`config.mk`:
```
export PLATFORM = sky130hd
export DESIGN_NAME = sfdi_glide
export DESIGN_NICKNAME = d
export VERILOG_FILES = /design/src/rtl/sfdi_pkg.sv /design/src/rtl/sfdi_glide.sv
export SDC_FILE = /design/constraint.sdc
export NUM_CORES = 1
export LEC_CHECK = 0
export ABC_AREA = 1
export BUFFER_PORTS_ARGS = -buffer_cell sky130_fd_sc_hd__buf_4
export CORE_ASPECT_RATIO = 1.25
export CORE_MARGIN = 1
export CORE_UTILIZATION = 35
export CTS_CLUSTER_DIAMETER = 120
export DETAILED_ROUTE_END_ITERATION = 16
export HOLD_SLACK_MARGIN = 0.06
export SYNTH_ARGS = -nofsm -noshare
export SYNTH_HDL_FRONTEND = slang
export SYNTH_SLANG_ARGS = --single-unit
```
`constraint.sdc`:
```
create_clock -name clk -period 4.8 [get_ports clk]
set_clock_uncertainty 0.1 [all_clocks]
set_input_delay 0.72 -clock clk [delete_from_list [all_inputs] [get_ports clk]]
set_output_delay 0.72 -clock clk [all_outputs]
set_load 0.05 [all_outputs]
```
`src/rtl/sfdi_pkg.sv`:
```
package sfdi_pkg;

  // Default sizes handed to the top-level parameters.
  localparam int DEPTH_DEF       = 65536;
  localparam int SAMPLE_BITS_DEF = 24;

  // Configuration port.
  localparam int CFG_IDX_W  = 2;
  localparam int CFG_DATA_W = 24;

  localparam logic [CFG_IDX_W-1:0] CFG_WET_MIX       = 2'd0;
  localparam logic [CFG_IDX_W-1:0] CFG_FEEDBACK_GAIN = 2'd1;
  localparam logic [CFG_IDX_W-1:0] CFG_TARGET_DELAY  = 2'd2;

  // Register widths, reset values and limits.
  localparam int WET_W    = 17;
  localparam int GAIN_W   = 16;
  localparam int TDELAY_W = 24;
  localparam int FRAC_W   = 16;

  localparam logic [WET_W-1:0]    WET_RESET    = 17'd32768;
  localparam logic [WET_W-1:0]    WET_MAX      = 17'd65536;
  localparam logic [GAIN_W-1:0]   GAIN_RESET   = 16'd32768;
  localparam logic [GAIN_W-1:0]   GAIN_MAX     = 16'd64225;
  localparam logic [TDELAY_W-1:0] TDELAY_RESET = 24'd6144000;
  localparam logic [TDELAY_W-1:0] TDELAY_MIN   = 24'd256;
  localparam logic [TDELAY_W-1:0] TDELAY_MAX   = 24'd16776704;

  // Smoothed delay: 16 integer bits, 24 fraction bits.
  localparam int SD_INT_W  = 16;
  localparam int SD_FRAC_W = 24;
  localparam int SD_W      = SD_INT_W + SD_FRAC_W;
  localparam int SD_SHIFT  = SD_FRAC_W - 8;

  // Glide coefficient 0.001 in Q0.24, and the split of the 40-bit multiply.
  localparam int               SMOOTH_K_W = 15;
  localparam logic [14:0]      SMOOTH_K   = 15'd16777;
  localparam int               MAG_SPLIT  = 20;

  // Remainder unit: conditional subtracts per cycle and cycle count.
  localparam int RED_STEPS = 4;
  localparam int RED_CYC   = SD_INT_W / RED_STEPS;
  localparam int RED_CNT_W = $clog2(RED_CYC);

  typedef enum logic [3:0] {
    S_IDLE,
    S_WRITE,
    S_GLIDE,
    S_RDA,
    S_RDB,
    S_MUL1,
    S_DLY,
    S_MUL3,
    S_FIN,
    S_OUT
  } seq_state_t;

  typedef enum logic [2:0] {
    G_IDLE,
    G_MAG,
    G_MULLO,
    G_MULHI,
    G_STEP,
    G_RED,
    G_POS
  } glide_state_t;

  // Per-step strobes from the sequencer to both channel lanes.
  typedef struct packed {
    logic load;
    logic we;
    logic cap_a;
    logic mul_d;
    logic dly;
    logic mul_o;
    logic fin;
  } lane_ctrl_t;

endpackage

```
`src/rtl/sfdi_glide.sv`:
```
module sfdi_glide #(
  parameter int DEPTH = sfdi_pkg::DEPTH_DEF,
  localparam int AW   = $clog2(DEPTH)
) (
  input  logic                          clk,
  input  logic                          rst,
  input  logic                          start,
  input  logic [sfdi_pkg::TDELAY_W-1:0] target,
  input  logic [AW-1:0]                 wp,
  output logic                          done,
  output logic [AW-1:0]                 x,
  output logic [AW-1:0]                 x1,
  output logic [sfdi_pkg::FRAC_W-1:0]   frac
);

  localparam int SDW  = sfdi_pkg::SD_W;
  localparam int IW   = sfdi_pkg::SD_INT_W;
  localparam int FW   = sfdi_pkg::SD_FRAC_W;
  localparam int KW   = sfdi_pkg::SMOOTH_K_W;
  localparam int SPL  = sfdi_pkg::MAG_SPLIT;
  localparam int CW   = sfdi_pkg::RED_CNT_W;
  localparam int PW   = SPL + KW;
  localparam int SW   = SDW + KW + 1;
  localparam int MW   = IW + AW + 1;
  localparam int PSW  = AW + 1;
  localparam logic [MW-1:0]  DEPTH_M  = MW'(DEPTH);
  localparam logic [SDW-1:0] SD_RESET = SDW'(sfdi_pkg::TDELAY_RESET) << sfdi_pkg::SD_SHIFT;
  localparam logic [SDW-1:0] SD_LO    = SDW'(sfdi_pkg::TDELAY_MIN) << sfdi_pkg::SD_SHIFT;
  localparam logic [SDW-1:0] SD_HI    = SDW'(sfdi_pkg::TDELAY_MAX) << sfdi_pkg::SD_SHIFT;

  sfdi_pkg::glide_state_t state, state_next;

  logic [SDW-1:0] smoothed;
  logic [SDW-1:0] mag;
  logic           up;
  logic [PW-1:0]  prod_lo;
  logic [PW-1:0]  prod_hi;
  logic [IW-1:0]  rem;
  logic [IW-1:0]  rem_next;
  logic [FW-1:0]  fr;
  logic [FW-1:0]  fr_neg;
  logic [CW-1:0]  cnt;

  logic [SDW-1:0] tgt_full;
  logic [SW-1:0]  sum;
  logic [SDW-1:0] step;
  logic [SDW-1:0] sd_new;
  logic [PSW-1:0] pos_i;
  logic [AW-1:0]  x_next;
  logic [AW-1:0]  x1_next;

  assign tgt_full = SDW'(target) << sfdi_pkg::SD_SHIFT;

  // Rounded step: (mag * K + half) >> 24, from two registered partial products.
  assign sum    = SW'(prod_lo) + (SW'(prod_hi) << SPL) + (SW'(1) << (FW - 1));
  assign step   = SDW'(sum >> FW);
  assign sd_new = up ? (smoothed + step) : (smoothed - step);

  // Integer part of the delay modulo DEPTH, a few restoring steps per cycle.
  always_comb begin
    int             ks;
    logic [MW-1:0]  cand;
    rem_next = rem;
    for (int j = 0; j < sfdi_pkg::RED_STEPS; j++) begin
      ks   = int'(cnt) * sfdi_pkg::RED_STEPS + sfdi_pkg::RED_STEPS - 1 - j;
      cand = DEPTH_M << ks;
      if (MW'(rem_next) >= cand) begin
        rem_next = rem_next - IW'(cand);
      end
    end
  end

  // Read position = write pointer - delay, wrapped into the store.
  assign fr_neg  = FW'(0) - fr;
  assign pos_i   = PSW'(wp) - PSW'(rem) - PSW'(|fr);
  assign x_next  = pos_i[AW] ? AW'(pos_i + PSW'(DEPTH)) : pos_i[AW-1:0];
  assign x1_next = (x_next == AW'(DEPTH - 1)) ? '0 : x_next + AW'(1);

  always_ff @(posedge clk) begin
    if (rst) begin
      state    <= sfdi_pkg::G_IDLE;
      smoothed <= SD_RESET;
      done     <= 1'b0;
      cnt      <= '0;
    end else begin
      state <= state_next;
      done  <= (state == sfdi_pkg::G_POS);
      if (state == sfdi_pkg::G_STEP) begin
        smoothed <= sd_new;
        cnt      <= CW'(sfdi_pkg::RED_CYC - 1);
      end else if (state == sfdi_pkg::G_RED) begin
        cnt <= cnt - CW'(1);
      end
    end
  end

  always_ff @(posedge clk) begin
    if (state == sfdi_pkg::G_MAG) begin
      up  <= (smoothed < tgt_full);
      mag <= (smoothed < tgt_full) ? (tgt_full - smoothed) : (smoothed - tgt_full);
    end
    if (state == sfdi_pkg::G_MULLO) begin
      prod_lo <= PW'(mag[SPL-1:0]) * PW'(sfdi_pkg::SMOOTH_K);
    end
    if (state == sfdi_pkg::G_MULHI) begin
      prod_hi <= PW'(mag[SDW-1:SPL]) * PW'(sfdi_pkg::SMOOTH_K);
    end
    if (state == sfdi_pkg::G_STEP) begin
      rem <= sd_new[SDW-1:FW];
      fr  <= sd_new[FW-1:0];
    end
    if (state == sfdi_pkg::G_RED) begin
      rem <= rem_next;
    end
    if (state == sfdi_pkg::G_POS) begin
      x    <= x_next;
      x1   <= x1_next;
      frac <= fr_neg[FW-1 -: sfdi_pkg::FRAC_W];
    end
  end

  always_comb begin
    state_next = state;
    unique case (state)
      sfdi_pkg::G_IDLE:  if (start) state_next = sfdi_pkg::G_MAG;
      sfdi_pkg::G_MAG:   state_next = sfdi_pkg::G_MULLO;
      sfdi_pkg::G_MULLO: state_next = sfdi_pkg::G_MULHI;
      sfdi_pkg::G_MULHI: state_next = sfdi_pkg::G_STEP;
      sfdi_pkg::G_STEP:  state_next = sfdi_pkg::G_RED;
      sfdi_pkg::G_RED:   if (cnt == '0) state_next = sfdi_pkg::G_POS;
      sfdi_pkg::G_POS:   state_next = sfdi_pkg::G_IDLE;
      default:           state_next = sfdi_pkg::G_IDLE;
    endcase
  end

`ifndef NO_ASSERTIONS
  // The smoothed delay never leaves the span of legal targets.
  a_sd_range: assert property (@(posedge clk) disable iff (rst)
    (smoothed >= SD_LO) && (smoothed <= SD_HI))
    else $error("smoothed delay out of range");

  // The remainder is fully reduced before the position is formed.
  a_rem_reduced: assert property (@(posedge clk) disable iff (rst)
    (state == sfdi_pkg::G_POS) |-> (MW'(rem) < DEPTH_M))
    else $error("delay not reduced modulo store depth");

  // Both read indices lie inside the store when handed over.
  a_idx_range: assert property (@(posedge clk) disable iff (rst)
    done |-> ((PSW'(x) < PSW'(DEPTH)) && (PSW'(x1) < PSW'(DEPTH))))
    else $error("read index outside store");
`endif

endmodule

```
==> impl_results.md <==
* Fin nets at 4,297
* Port bufs at 91
* Most used cell along the critical path: nand2_2
* CORE AREA at 69,500 um2
* Largest net degree at the start of global routing at 49
* Seq cells post-synth at 225
* Area grow syn2layout at 46.4%
* Critical path's slowest cell: fa_1
* Worst-skew pair later-pin latency at 0.61 ns
* CTS tree: built
* Worst setup EP type: flip-flop
* Clock Path Buffers at 3
* Final setup margin at -0.370 ns
* Initial antenna violation count at 1
* EDFF count, synth at 179
* Sink Count at 225
* Hold slack at 0.360 ns
* Max_cap viols at 0
* Iteration-0 DRC Markers at 947
* # H-tree levels at 1
* CTS root buffer: clkbuf_16
* Cell Count Post-Placement at 4,530
* Primary FF master, synth: edfxtp_1
* Register clock-pin slew on the reported worst setup and hold paths at 0.06 ns
* Hold Path Cell Cnt at 1
* Worst Reg-to-Reg Cells at 39
* Sequential area share after synthesis at 25.6%
* Post-route insts no fill at 4,695
* Fill cells at 6,265
* Final total power at 21.1 mW
* VDD IR max at 575 uV
* Die H at 298 um
* Max Clock Freq at 193 MHz
* RSZ-0062 raised after global routing: yes
* Avg Inst Size Synth at 7.99 um2
* Grt ovf at 0
* Status: finished with violations
* Final WL at 75,900 um
* Cts bufs inserted at 28
* Antenna Nets Post-Route at 0
* CP required at 5.07 ns
* Cell variety after synth at 61
* ANT cells at 0
* CP peak stage delay at 0.46 ns
* Power Density at 587 nW/um2
* Final Cell Area at 36,000 um2
* Worst Hold Class: flip-flop to flip-flop
* Initial core utilization at 35.4%
* Crit path DAT at 5.44 ns
* Global-route wire length before repair at 114,000 um
* GRT Resource Usage Total at 19.9%
* Post-Syn Area at 24,600 um2
* Layout cells sized above 1 at 37.5%
* Post-DP HPWL at 58,500 um
* YS warnings at 0
* Num rows at 108
* Slew @ Worst Pin at 1.15 ns
* Die ar. at 71,300 um2
* Relative slew slack at 23.2%
* P_leak at 17.2 nW
* Ports at 92
* Period utilization at 108%
* Async set-reset flop share out of synthesis at 0%
* Crit path launch type: flip-flop
* DIE WIDTH at 239 um
* Drt first pass iters at 7
* Via density at 4.87
* Post-DP Area at 29,800 um2
* Wire length per cell at 16.2 um
* Fin. Hold Viols at 0
* Final setup violation count at 40
* Vias in the first global route at 22,488
* Mapped Cells at 3,077
* Vias at 22,862
* Syn nets at 3,636
* Final min period at 5.17 ns
* Maximum fanout along the worst path at 4
* Critical path type: flip-flop to flip-flop
* Slew Viols, Final at 0
* GPL Wtd Cong at 0.946
* DRC at 0
* Failing checks: negative setup slack
-- stage by stage --
step | utilization, % | setup TNS, ns | setup WS [ns]
after global routing | 51.8 | -20.70 | -0.803
final | 51.8 | -5.87 | -0.370
after floorplan | - | -1.98 | -0.233
after detailed placement | 43.0 | -20.93 | -0.542
after global placement | 43.0 | -16.26 | -0.440
after CTS | 46.9 | -4.65 | -0.424
-- power by group --
part / switching, mW / internal (mW)
Sequential: 0.119 / 2.67
Combinational: 8.15 / 7.77
Clock: 0.943 / 1.48
-- cell families (layout without fill, tap and decap cells) --
logic type,count (synthesis),after routing,share of synthesized area [%]
flops,225,225,25.6
simple gates,996,996,17.5
buf+inv,677,1360,10.4
fa+ha+maj,516,516,28.9
xor+xnor,177,177,6.46
mux,2,2,0.0814
compound gates,484,484,11.1
-- synth_stat cells, types with 19 or more instances --
master | number | area, um2
edfxtp_1 | 179 | 5380
xnor2_1 | 48 | 420
a21oi_1 | 212 | 1060
xor2_1 | 124 | 1090
nor3_1 | 34 | 170
dfxtp_1 | 46 | 921
nand4_1 | 27 | 169
ha_1 | 429 | 5370
a31oi_1 | 27 | 169
nor2_1 | 231 | 867
o21ai_0 | 138 | 691
inv_1 | 650 | 2440
o211ai_1 | 25 | 188
fa_1 | 87 | 1740
nand3_1 | 106 | 531
nand2_2 | 19 | 119
nand2_1 | 515 | 1930
-- layer usage --
layer  vias up  track usage [%]  share of wire, %
li1      11395                -                 -
met1     10923             24.9                42
met2       403             36.2                51
met3       141             1.41               2.7
met4         0             6.23               3.4
met5         -                0                 0
-- worst paths after layout --
path                  startpoint                    to  slack, ns
max              fr[2]$_DFFE_PP_  x1[13]$_SDFFCE_PN0P_      -0.37
min          cnt[0]$_SDFFE_PP0N_   cnt[0]$_SDFFE_PP0N_       0.36
max reg2reg      fr[2]$_DFFE_PP_  x1[13]$_SDFFCE_PN0P_      -0.37
min reg2reg  cnt[0]$_SDFFE_PP0N_   cnt[0]$_SDFFE_PP0N_       0.36
-- critical path: cells and delay by family (launching register included) --
kind / cells / cell delay [ns]
AO/OA/AOI/OAI: 1 / 0.08
XOR/XNOR: 1 / 0.26
adder cells (fa/ha/maj): 3 / 0.96
buffers and inverters: 4 / 0.27
flip-flops: 1 / 0.37
AND/OR/NAND/NOR: 30 / 2.89
-- sequential cells by signal (all words and copies together), names as in the netlist --
register	cells
up	1
state	3
smoothed	40
fr	24
mag	40
prod_lo	15
frac	16
prod_hi	35
cnt	2
x	16
rem	16
done	1
x1	16
-- final cells by class --
class	count	area, um2	area share, %
Multi-Input combinational cell	2175	19800	55.0
Sequential cell	225	6300	17.5
Timing Repair Buffer	653	5200	14.5
Inverter	655	2480	6.89
Tap cell	935	1170	3.25
Clock buffer	31	722	2.01
Clock inverter	21	332	0.921
-- what timing repair did --
item,CTS,global route
endpoints found under the setup margin,87,97
setup buffers,47,79
endpoints found under the hold margin,0,0
pin swaps,94,342
hold buffers,0,0
gates resized for setup,272,641
-- placed cells by master, fill, tap and decap left out, types with 77 or more instances in the layout --
master / count
inv_1: 589
buf_4: 575
nand2_1: 349
ha_1: 325
edfxtp_1: 179
nor2_1: 167
a21oi_1: 151
nand2_2: 150
xor2_1: 99
o21ai_0: 97
ha_4: 97
fa_1: 84
buf_6: 77
(Power assumes the default switching activity.)
